## config.mk

```make
export PLATFORM = sky130hd
export DESIGN_NAME = integer_to_ascii_formatter
export DESIGN_NICKNAME = d
export VERILOG_FILES = /design/src/sv/itaf_pkg.sv /design/src/sv/integer_to_ascii_formatter.sv /design/src/sv/itaf_front.sv /design/src/sv/itaf_queue.sv /design/src/sv/itaf_back.sv
export SDC_FILE = /design/constraint.sdc
export NUM_CORES = 1
export LEC_CHECK = 0
export ABC_AREA = 1
export BUFFER_PORTS_ARGS = -buffer_cell sky130_fd_sc_hd__buf_4
export CELL_PAD_IN_SITES_DETAIL_PLACEMENT = 0
export CELL_PAD_IN_SITES_GLOBAL_PLACEMENT = 2
export CORE_MARGIN = 2
export CORE_UTILIZATION = 42
export CTS_CLUSTER_SIZE = 12
export DETAILED_ROUTE_END_ITERATION = 8
export GPL_TIMING_DRIVEN = 0
export PLACE_DENSITY_LB_ADDON = 0.1
export SYNTH_ARGS = -nofsm -noshare
export SYNTH_HDL_FRONTEND = slang
export SYNTH_SLANG_ARGS = --single-unit
```

## constraint.sdc

```tcl
create_clock -name clk -period 7.94 [get_ports clk]
set_input_delay 0.397 -clock clk [delete_from_list [all_inputs] [get_ports clk]]
set_output_delay 0.397 -clock clk [all_outputs]
set_load 0.005 [all_outputs]
```

## src/sv/itaf_pkg.sv

```systemverilog
`timescale 1ns / 1ps
// Shared types, constants and helper functions for the integer to ASCII formatter.
// Depends on nothing; every other file of the block uses it by scoped names.

package itaf_pkg;

	// Format selector codes carried by the func field.
	localparam logic [2:0] FUNC_SDEC = 3'd0;
	localparam logic [2:0] FUNC_DEC4 = 3'd1;
	localparam logic [2:0] FUNC_BIN8 = 3'd2;
	localparam logic [2:0] FUNC_BINS = 3'd3;
	localparam logic [2:0] FUNC_HEX  = 3'd4;

	// ASCII characters used by the formats.
	localparam logic [6:0] CH_ZERO  = 7'h30;
	localparam logic [6:0] CH_MINUS = 7'h2D;
	localparam logic [6:0] CH_UPPER_A = 7'h41;
	localparam logic [3:0] NIB_MAX_DEC = 4'd9;
	localparam logic [6:0] HEX_LETTER_BASE = 7'd10;

	// Divide by ten through a reciprocal: q = (x * RECIP_10) >> RECIP_SHIFT,
	// exact for every 32-bit unsigned x.
	localparam logic [31:0] RECIP_10 = 32'hCCCC_CCCD;
	localparam int RECIP_SHIFT = 35;

	// Digit buffer holds all decimal digits of a 32-bit magnitude.
	localparam int MAX_DIGITS = 10;
	localparam int DIG_IDX_W = $clog2(MAX_DIGITS);
	localparam logic [DIG_IDX_W-1:0] DEC4_LAST_IDX = DIG_IDX_W'(3);

	// Command queue between the front and the back.
	localparam int QUEUE_DEPTH = 2;
	localparam int QUEUE_PTR_W = $clog2(QUEUE_DEPTH);
	localparam int QUEUE_CNT_W = $clog2(QUEUE_DEPTH + 1);

	typedef enum logic [2:0] {
		K_DEC,
		K_DEC4,
		K_BIN8,
		K_BINS,
		K_HEX
	} kind_t;

	// One classified item as handed from the front to the back.
	typedef struct packed {
		kind_t       kind;
		logic        neg;
		logic [31:0] mag;
	} cmd_t;

	typedef enum logic [1:0] {
		ST_IDLE,
		ST_MUL,
		ST_DIG,
		ST_EMIT
	} state_t;

	// Uppercase hex character for one nibble.
	function automatic logic [6:0] hex_char(input logic [3:0] nib);
		logic [6:0] res;
		if (nib <= NIB_MAX_DEC) begin
			res = CH_ZERO + {3'b000, nib};
		end else begin
			res = CH_UPPER_A + {3'b000, nib} - HEX_LETTER_BASE;
		end
		return res;
	endfunction

endpackage

```

## src/sv/integer_to_ascii_formatter.sv

```systemverilog
`timescale 1ns / 1ps
// Integer to ASCII formatter top level: front end, command queue and back end.
// Depends on itaf_pkg, itaf_front, itaf_queue and itaf_back.

// Each item carries a format selector and a 32-bit value and yields its ASCII
// characters most significant first, one per output item, with last set on
// the final one. Formats: signed decimal, four-digit decimal (low 16 bits
// modulo 10000), eight-bit binary, short binary (nothing for zero) and two
// uppercase hex digits; unused selectors give no output. The front end takes
// one item per cycle, while in_stall is low, into a two-entry queue. The back
// end picks up an item, then for each decimal digit runs its divide-by-ten
// loop (multiply, then remainder), then emits the characters one by one while
// the output is not stalled.

module integer_to_ascii_formatter (
	input  logic               clk,
	input  logic               arst_n,
	input  logic               in_valid,
	output logic               in_stall,
	input  logic [2:0]         func,
	input  logic signed [31:0] value,
	output logic               out_valid,
	input  logic               out_stall,
	output logic [6:0]         ascii_char,
	output logic               last
);

	logic           push;
	itaf_pkg::cmd_t push_cmd;
	logic           queue_full;
	logic           cmd_pop;
	logic           cmd_avail;
	itaf_pkg::cmd_t head_cmd;

	// Item intake and classification.
	itaf_front u_front (
		.clk        (clk),
		.arst_n     (arst_n),
		.in_valid   (in_valid),
		.in_stall   (in_stall),
		.func       (func),
		.value      (value),
		.push       (push),
		.push_cmd   (push_cmd),
		.queue_full (queue_full)
	);

	// Decoupling queue.
	itaf_queue u_queue (
		.clk      (clk),
		.arst_n   (arst_n),
		.push     (push),
		.push_cmd (push_cmd),
		.full     (queue_full),
		.pop      (cmd_pop),
		.avail    (cmd_avail),
		.head_cmd (head_cmd)
	);

	// Digit conversion and character output.
	itaf_back u_back (
		.clk        (clk),
		.arst_n     (arst_n),
		.cmd_avail  (cmd_avail),
		.cmd        (head_cmd),
		.cmd_pop    (cmd_pop),
		.out_valid  (out_valid),
		.out_stall  (out_stall),
		.ascii_char (ascii_char),
		.last       (last)
	);

endmodule

```

## src/sv/itaf_front.sv

```systemverilog
`timescale 1ns / 1ps
// Front end of the formatter: accepts items, classifies them by format and
// builds the magnitude to convert. Depends on itaf_pkg.

module itaf_front (
	input  logic                clk,
	input  logic                arst_n,
	input  logic                in_valid,
	output logic                in_stall,
	input  logic [2:0]          func,
	input  logic signed [31:0]  value,
	output logic                push,
	output itaf_pkg::cmd_t      push_cmd,
	input  logic                queue_full
);

	logic           valid_s1;
	itaf_pkg::cmd_t cmd_s1;
	itaf_pkg::cmd_t cmd_new;
	logic           keep_new;
	logic [31:0]    val_u;
	logic           accept;

	assign val_u = unsigned'(value);

	// Classify the incoming item; items that give no characters are dropped.
	always_comb begin
		cmd_new.kind = itaf_pkg::K_HEX;
		cmd_new.neg  = 1'b0;
		cmd_new.mag  = {24'b0, val_u[7:0]};
		keep_new     = 1'b1;
		case (func)
			itaf_pkg::FUNC_SDEC: begin
				cmd_new.kind = itaf_pkg::K_DEC;
				cmd_new.neg  = val_u[31];
				cmd_new.mag  = val_u[31] ? (~val_u + 32'd1) : val_u;
			end
			itaf_pkg::FUNC_DEC4: begin
				cmd_new.kind = itaf_pkg::K_DEC4;
				cmd_new.mag  = {16'b0, val_u[15:0]};
			end
			itaf_pkg::FUNC_BIN8: begin
				cmd_new.kind = itaf_pkg::K_BIN8;
			end
			itaf_pkg::FUNC_BINS: begin
				cmd_new.kind = itaf_pkg::K_BINS;
				keep_new     = (val_u[7:0] != 8'd0);
			end
			itaf_pkg::FUNC_HEX: begin
				cmd_new.kind = itaf_pkg::K_HEX;
			end
			default: begin
				keep_new = 1'b0;
			end
		endcase
	end

	// The stage holds while its item cannot enter the queue.
	assign in_stall = valid_s1 && queue_full;
	assign accept   = in_valid && !in_stall;
	assign push     = valid_s1 && !queue_full;
	assign push_cmd = cmd_s1;

	always_ff @(posedge clk or negedge arst_n) begin
		if (!arst_n) begin
			valid_s1 <= 1'b0;
		end else if (accept) begin
			valid_s1 <= keep_new;
		end else if (push) begin
			valid_s1 <= 1'b0;
		end
	end

	always_ff @(posedge clk) begin
		if (accept) begin
			cmd_s1 <= cmd_new;
		end
	end

endmodule

```

## src/sv/itaf_queue.sv

```systemverilog
`timescale 1ns / 1ps
// Short command queue that decouples the front end from the back end.
// Depends on itaf_pkg for the command type and the queue depth.

module itaf_queue (
	input  logic           clk,
	input  logic           arst_n,
	input  logic           push,
	input  itaf_pkg::cmd_t push_cmd,
	output logic           full,
	input  logic           pop,
	output logic           avail,
	output itaf_pkg::cmd_t head_cmd
);

	itaf_pkg::cmd_t                     entry_q [itaf_pkg::QUEUE_DEPTH];
	logic [itaf_pkg::QUEUE_PTR_W-1:0]   wr_ptr_q;
	logic [itaf_pkg::QUEUE_PTR_W-1:0]   rd_ptr_q;
	logic [itaf_pkg::QUEUE_CNT_W-1:0]   count_q;

	localparam logic [itaf_pkg::QUEUE_PTR_W-1:0] PTR_LAST =
		itaf_pkg::QUEUE_PTR_W'(itaf_pkg::QUEUE_DEPTH - 1);
	localparam logic [itaf_pkg::QUEUE_CNT_W-1:0] CNT_FULL =
		itaf_pkg::QUEUE_CNT_W'(itaf_pkg::QUEUE_DEPTH);

	assign full     = (count_q == CNT_FULL);
	assign avail    = (count_q != '0);
	assign head_cmd = entry_q[rd_ptr_q];

	// Pointer and fill count bookkeeping.
	always_ff @(posedge clk or negedge arst_n) begin
		if (!arst_n) begin
			wr_ptr_q <= '0;
			rd_ptr_q <= '0;
			count_q  <= '0;
		end else begin
			if (push) begin
				wr_ptr_q <= (wr_ptr_q == PTR_LAST) ? '0 : wr_ptr_q + 1'b1;
			end
			if (pop) begin
				rd_ptr_q <= (rd_ptr_q == PTR_LAST) ? '0 : rd_ptr_q + 1'b1;
			end
			if (push && !pop) begin
				count_q <= count_q + 1'b1;
			end else if (pop && !push) begin
				count_q <= count_q - 1'b1;
			end
		end
	end

	// Entry storage.
	always_ff @(posedge clk) begin
		if (push) begin
			entry_q[wr_ptr_q] <= push_cmd;
		end
	end

endmodule

```

## src/sv/itaf_back.sv

```systemverilog
`timescale 1ns / 1ps
// Back end of the formatter: converts magnitudes to decimal digits one digit
// at a time and emits the characters of each item. Depends on itaf_pkg.

module itaf_back (
	input  logic           clk,
	input  logic           arst_n,
	input  logic           cmd_avail,
	input  itaf_pkg::cmd_t cmd,
	output logic           cmd_pop,
	output logic           out_valid,
	input  logic           out_stall,
	output logic [6:0]     ascii_char,
	output logic           last
);

	itaf_pkg::state_t state_q, state_d;
	itaf_pkg::kind_t  kind_q, kind_d;
	logic             neg_q, neg_d;
	logic [31:0]      mag_q, mag_d;
	logic [31:0]      quot_q, quot_d;
	logic [itaf_pkg::DIG_IDX_W-1:0] nd_q, nd_d;
	logic [itaf_pkg::DIG_IDX_W-1:0] idx_q, idx_d;
	logic [3:0]       digit_q [itaf_pkg::MAX_DIGITS];
	logic             out_valid_q, out_valid_d;
	logic [6:0]       char_q, char_d;
	logic             last_q, last_d;

	logic [63:0]      prod;
	logic [31:0]      rem;
	logic             dig_we;
	logic             dig_done;
	logic             out_free;
	logic [2:0]       msb_pos;
	logic [6:0]       emit_char;

	assign out_free = !out_valid_q || !out_stall;

	// Reciprocal product for the divide by ten; the quotient taken from it is registered before use.
	assign prod = mag_q * itaf_pkg::RECIP_10;

	// Remainder of the divide by ten gives the next digit.
	assign rem = mag_q - ((quot_q << 3) + (quot_q << 1));

	assign dig_done = (kind_q == itaf_pkg::K_DEC) ? (quot_q == 32'd0)
	                                             : (nd_q == itaf_pkg::DEC4_LAST_IDX);

	// Highest set bit of the low byte, for short binary.
	always_comb begin
		msb_pos = 3'd0;
		for (int i = 0; i < 8; i++) begin
			if (cmd.mag[i]) begin
				msb_pos = 3'(i);
			end
		end
	end

	// Character at the current emit position.
	always_comb begin
		case (kind_q)
			itaf_pkg::K_DEC, itaf_pkg::K_DEC4: begin
				emit_char = itaf_pkg::CH_ZERO + {3'b000, digit_q[idx_q]};
			end
			itaf_pkg::K_BIN8, itaf_pkg::K_BINS: begin
				emit_char = itaf_pkg::CH_ZERO + {6'b0, mag_q[idx_q[2:0]]};
			end
			itaf_pkg::K_HEX: begin
				emit_char = itaf_pkg::hex_char(idx_q[0] ? mag_q[7:4] : mag_q[3:0]);
			end
			default: begin
				emit_char = itaf_pkg::CH_ZERO;
			end
		endcase
	end

	// State register.
	always_ff @(posedge clk or negedge arst_n) begin
		if (!arst_n) begin
			state_q     <= itaf_pkg::ST_IDLE;
			out_valid_q <= 1'b0;
		end else begin
			state_q     <= state_d;
			out_valid_q <= out_valid_d;
		end
	end

	// Next state, working registers and output register contents.
	always_comb begin
		state_d     = state_q;
		kind_d      = kind_q;
		neg_d       = neg_q;
		mag_d       = mag_q;
		quot_d      = quot_q;
		nd_d        = nd_q;
		idx_d       = idx_q;
		out_valid_d = out_valid_q && out_stall;
		char_d      = char_q;
		last_d      = last_q;
		cmd_pop     = 1'b0;
		dig_we      = 1'b0;
		case (state_q)
			itaf_pkg::ST_IDLE: begin
				if (cmd_avail) begin
					cmd_pop = 1'b1;
					kind_d  = cmd.kind;
					neg_d   = cmd.neg;
					mag_d   = cmd.mag;
					nd_d    = '0;
					case (cmd.kind)
						itaf_pkg::K_DEC, itaf_pkg::K_DEC4: begin
							state_d = itaf_pkg::ST_MUL;
						end
						itaf_pkg::K_BIN8: begin
							state_d = itaf_pkg::ST_EMIT;
							idx_d   = itaf_pkg::DIG_IDX_W'(7);
						end
						itaf_pkg::K_BINS: begin
							state_d = itaf_pkg::ST_EMIT;
							idx_d   = itaf_pkg::DIG_IDX_W'(msb_pos);
						end
						default: begin
							state_d = itaf_pkg::ST_EMIT;
							idx_d   = itaf_pkg::DIG_IDX_W'(1);
						end
					endcase
				end
			end
			itaf_pkg::ST_MUL: begin
				quot_d  = 32'(prod >> itaf_pkg::RECIP_SHIFT);
				state_d = itaf_pkg::ST_DIG;
			end
			itaf_pkg::ST_DIG: begin
				// Store one digit, least significant first.
				dig_we = 1'b1;
				mag_d  = quot_q;
				nd_d   = nd_q + 1'b1;
				if (dig_done) begin
					idx_d   = nd_q;
					state_d = itaf_pkg::ST_EMIT;
				end else begin
					state_d = itaf_pkg::ST_MUL;
				end
			end
			itaf_pkg::ST_EMIT: begin
				if (out_free) begin
					out_valid_d = 1'b1;
					if (neg_q) begin
						char_d = itaf_pkg::CH_MINUS;
						last_d = 1'b0;
						neg_d  = 1'b0;
					end else begin
						char_d = emit_char;
						last_d = (idx_q == '0);
						if (idx_q == '0) begin
							state_d = itaf_pkg::ST_IDLE;
						end else begin
							idx_d = idx_q - 1'b1;
						end
					end
				end
			end
			default: begin
				state_d = itaf_pkg::ST_IDLE;
			end
		endcase
	end

	// Working and output payload registers.
	always_ff @(posedge clk) begin
		kind_q <= kind_d;
		neg_q  <= neg_d;
		mag_q  <= mag_d;
		quot_q <= quot_d;
		nd_q   <= nd_d;
		idx_q  <= idx_d;
		char_q <= char_d;
		last_q <= last_d;
		if (dig_we) begin
			digit_q[nd_q] <= rem[3:0];
		end
	end

	assign out_valid  = out_valid_q;
	assign ascii_char = char_q;
	assign last       = last_q;

endmodule

```

Yosys cells after proc, flatten, opt, wreduce, memory -nomap -nowiden
Memory sizes are Yosys's and may differ from the RTL's. A register that Yosys moved wholly into a read port is not among the register bits.
Cells that the tools add are included.
{"block": "word_totals", "reg_bits": 125, "mem_bits_rw": 112, "wordCells": 150, "mem_count": 2}
{"block": "classes", "add_sub_neg": 14, "multipliers": 1, "magnitude_cmp": 2, "n_eq_ne": 23, "n_mux": 54, "n_bitwise": 1, "n_reduce_logical": 36}
{"name": "u_queue.entry_q", "depth": 2, "width": 36, "read_ports": 1, "rd_ports_with_merged_regs": 0, "wr": 1, "line": "itaf_queue.sv:16", "source": "itaf_pkg::cmd_t entry_q [itaf_pkg::QUEUE_DEPTH];"}
{"name": "u_back.digit_q", "depth": 10, "width": 4, "read_ports": 1, "rd_ports_with_merged_regs": 1, "wr": 1, "line": "itaf_back.sv:24", "source": "logic [3:0] digit_q [itaf_pkg::MAX_DIGITS];"}
{"cell": "32-bit one-hot mux with 2 select lines", "count": 2}
{"cell": "32-bit by 32-bit multiplier with 64-bit output (second input constant)", "count": 1}
{"cell": "32-bit 2-to-1 mux", "count": 2}
{"cell": "32-bit by 1-bit adder with 32-bit output (second input constant)", "count": 1}
{"cell": "32-bit zero test", "count": 1}
{"cell": "4-bit 2-to-1 mux", "count": 8}
{"cell": "32-bit NOT", "count": 1}
{"cell": "4-bit one-hot mux with 3 select lines", "count": 2}
{"cell": "7-bit one-hot mux with 3 select lines", "count": 1}
{"cell": "3-bit by 2-bit == test with 1-bit output (second input constant)", "count": 6}
{"cell": "1-bit 2-to-1 mux", "count": 18}
{"cell": "3-bit 2-to-1 mux", "count": 6}
{"cell": "2-bit 2-to-1 mux", "count": 8}
{"cell": "6-bit by 4-bit adder with 7-bit output (first input constant)", "count": 2}
{"cell": "3-bit one-hot mux with 4 select lines", "count": 1}
{"cell": "2-bit nonzero test", "count": 5}
{"cell": "3-bit by 1-bit == test with 1-bit output (second input constant)", "count": 3}
{"cell": "3-bit zero test", "count": 3}
{"cell": "2-bit != test (second input constant)", "count": 4}
{"cell": "2-bit one-hot mux with 4 select lines", "count": 1}
{"cell": "4-bit one-hot mux with 2 select lines", "count": 1}
{"cell": "8-bit nonzero test", "count": 1}
{"cell": "6-bit by 1-bit adder with 7-bit output (first input constant)", "count": 1}
{"cell": "7-bit by 4-bit adder with 7-bit output (first input constant)", "count": 1}
{"cell": "30 further kinds", "count": 51}

Depth between registers and ports, before layout
An unclocked memory read counts as a cell.
{"block": "depth", "depth_word": 12, "depth_mapped": 30}

By module
From an unflattened synthesis, not the netlist that was laid out.
{"block": "unflattened", "cells_unflattened": 3256, "hier_area_um2": 29609.6}
{"module": "itaf_back", "instances": 1, "cells_each": 2815, "area_per_inst_um2": 24325.8}
{"module": "itaf_queue", "instances": 1, "cells_each": 137, "area_per_inst_um2": 2954.1}
{"module": "itaf_front", "instances": 1, "cells_each": 304, "area_per_inst_um2": 2329.7}

Least setup slack after synthesis
No wires, ideal clock.
{"block": "synth_path", "kind": "flip-flop to flip-flop", "startpoint": "reg u_back.mag_q[18]", "endpoint": "reg u_back.quot_q[17] (data pin)", "arrival_ns": 5.765, "path_slack_ns": 1.923, "path_stages_with_launch": 26, "path_buffers": 0, "period_less_slack_ns": 6.017, "cell_sequence": "edfxtp_1 > ha_1 > inv_1 > fa_1 > inv_1 > fa_1 > inv_1 > fa_1 > inv_1 > fa_1 > fa_1 > fa_1 > inv_1 > fa_1 > inv_1 > ha_1 > a21oi_1 > nor2_1 > nor2_1 > nand2_1 > a21oi_1 > nor2_1 > nor2_1 > nand2_1 > nand2_1 > nand2_1"}
{"block": "synth_between", "elab_chain_len": 1}
{"item": "start, declared", "line": "itaf_back.sv:20", "source": "logic [31:0] mag_q, mag_d;"}
{"item": "start signal, assigned", "line": "itaf_back.sv:172", "source": "mag_q <= mag_d;"}
{"item": "32-bit by 32-bit multiplier with 64-bit output", "line": "itaf_back.sv:40", "source": "assign prod = mag_q * itaf_pkg::RECIP_10;"}
{"item": "net u_back.prod[52]", "line": "itaf_back.sv:29", "source": "logic [63:0] prod;"}
{"item": "end signal, assigned", "line": "itaf_back.sv:173", "source": "quot_q <= quot_d;"}
{"item": "end, declared", "line": "itaf_back.sv:21", "source": "logic [31:0] quot_q, quot_d;"}
The timed path passes the listed nets, and every way through them passes these cells.
A chain may end at the register's enable or synchronous reset.

Worst setup path after layout
{"block": "layout_path", "startpoint": "reg u_back.mag_q[8]", "endpoint": "reg u_back.quot_q[8] (data pin)"}
The elaborated chain is that of the path after synthesis.

==> qor.csv <==
metric,value,unit
Total Routing Usage GR,26.10,%
H-tree Lvls,1,
Reg2Reg Depth,23,
nets,4078,
Slew Limit Fails,0,
top-count cell post-synth,inv_1,
"FFs w/ async S/R, synth",3.320,%
Std-Cell Rows,96,
Slew @ Worst Pin,0.9497,ns
wire per inst,21.65,um
sequential element share of the synthesized area,24.60,%
Worst EP required,8.14,ns
Clock Root Buffer,clkbuf_16,
Hold Crit Class,in2reg,
IO Count,49,
final hold vios,0,
share of layout cells above drive strength 1,5.544,%
crit start category,register,
hold_buf cts,1,
Tmin final,7.631,ns
Final period util,96.11,%
synth warn,0,
Slew HR,36.23,%
initial antenna violation count,3,
Skew-Pair Late Insertion Delay,0.52,ns
clock sinks,241,
Area contributors post-synth,"fa_1 27%, edfxtp_1 24%, ha_1 15%",
vias in the first global route,21530,
Worst setup EP type,register,
DRT antenna net count,0,
top cell type's share of synthesized area,26.57,%
synth cell count leaders,"790 x inv_1, 581 x nand2_1, 386 x fa_1, 360 x ha_1, 229 x edfxtp_1",
Port Buffer Count,48,
TritonCTS clock tree,done,
Synth Cell Area,29090,um^2
Die Area,71380,um^2
CP Max Fanout,8,
Num CTS Buffers,24,
unrepaired setup endpoints after global routing,no,
status,completed,
finished layout cell area,31360,um^2
Clock transition at path regs,0.06,ns
Post-Syn Area per Cell,9.048,um^2
largest net degree at the start of global routing,38,
crit path kind,reg2reg,
initial drt markers,1623,
drt via density,5.001,
Die W,267.2,um
Die Ht,267.2,um
Max Cap Viol,0,
Synth Instances,3215,
Critical Path AT,7.83,ns
DRT Wirelength,91630,um
Multi-input gate area,18760,um^2
count of cell types in the netlist,50,
cell taking the most area after synthesis,fa_1,
Fin Setup TNS,0,ns
core footprint,68590,um^2
Post-synth EDFFs,229,
Sequential cell area,7157,um^2
Clock Path Buffers,3,
Initial Util,42.41,%
DR pass1 iterations,5,
Ant. Diodes,0,
Synth Register Bits,241,
Util after Layout,45.72,%
Worst Hold Path Cells,3,
Most used DFF post-synth,edfxtp_1,
total grt overflow,0,
WHS,0.1016,ns
drt drc,0,
final setup fails,0,
first-pass GRT wire length,135500,um
Post-CTS Setup Bufs,0,
# fillers,6796,
Area Growth Syn to Fin,7.812,%
HPWL after detailed placement,80910,um
Via Count,21170,
Fmax,0.1310,GHz
post-CTS resize count,0,
Mapped Nets,4000,
placed inst area,30690,um^2
Fin Clk Skew,0.01697,ns
placer's final routability congestion estimate,0.9900,
-- stage by stage --
stage,instances,worst slack (ns)
after floorplan,3215,1.923
after global placement,4194,0.4074
after detailed placement,4197,0.4441
after CTS,4232,0.3962
after global routing,4232,0.1276
final,4232,0.3090
-- per-layer routing --
layer  vias up  wire (um)  global-route usage (%)
met5         -         13                       0
met4         2       2776                   6.772
met3        95       5536                   5.186
met2       519      40770                   40.34
met1     10430      42540                   37.42
li1      10120          -                       -
-- final timing paths --
check | startpoint | slack, ns | end
worst min register to register | u_front.push_cmd[33] | 0.44 | u_queue.entry_q[0][33]
worst min-delay path | out_stall | 0.10 | u_back.out_valid
min in group asynchronous | arst_n | 0.23 | u_back.state_q[0]
worst max-delay path | u_back.mag_q[8] | 0.31 | u_back.quot_q[8]
worst max register to register | u_back.mag_q[8] | 0.31 | u_back.quot_q[8]
max in group asynchronous | arst_n | 7.58 | u_back.out_valid
-- registers in the layout, summed over array words and instances, names as in the netlist, 2 cells and up, named ones only --
name / flops
u_back.idx_q: 4
u_queue.count_q: 2
u_back.quot_q: 29
u_back.digit_q: 40
u_queue.entry_q: 72
u_back.nd_q: 4
u_back.state_q: 2
u_back.mag_q: 32
u_front.push_cmd: 36
u_back.ascii_char: 7
u_back.kind_q: 3
-- layout make-up --
type                            instances  area share [%]
Clock buffer                           31           2.067
Sequential cell                       241           22.82
Multi-Input combinational cell       2130           59.83
Clock inverter                          3         0.04389
Buffer                                 30          0.4189
Inverter                              814           9.743
Timing Repair Buffer                   52           1.357
Tap cell                              931           3.714
-- cell families after synthesis --
kind of cell,share of synthesized area (%)
AO/OA/AOI/OAI,5.871
XOR/XNOR,1.837
adder cells (fa/ha/maj),42.05
buffers and inverters,10.96
flip-flops,24.60
AND/OR/NAND/NOR,14.68
-- placed cells by master (no fill, tap or decap), drive strengths merged, types with 35 or more instances in the layout --
| cell type | n |
|---|---|
| fa | 386 |
| nand2 | 594 |
| inv | 814 |
| nor3 | 35 |
| ha | 360 |
| buf | 63 |
| o21ai | 102 |
| edfxtp | 229 |
| a21oi | 152 |
| clkbuf | 49 |
| nor2 | 250 |
| nand3 | 99 |
| xor2 | 46 |
-- critical path: stages (launching register included) --
cell and delay [ns]:
edfxtp_1 0.68, ha_1 0.43, clkbuf_1 0.52, xor2_1 0.28
ha_1 0.27, or2_2 0.37, fa_1 0.59, fa_1 0.48
fa_1 0.49, fa_1 0.49, inv_1 0.05, fa_1 0.47
inv_1 0.04, ha_1 0.27, ha_1 0.40, nand2_2 0.10
nor2_1 0.33, nand2_1 0.10, inv_1 0.11, nand2_1 0.19
inv_1 0.15, nand3_1 0.16, nand4_1 0.13, nand2_1 0.21
Power is not shown: default switching activity piles up to over one toggle a cycle in this logic, so the estimate is an artifact.
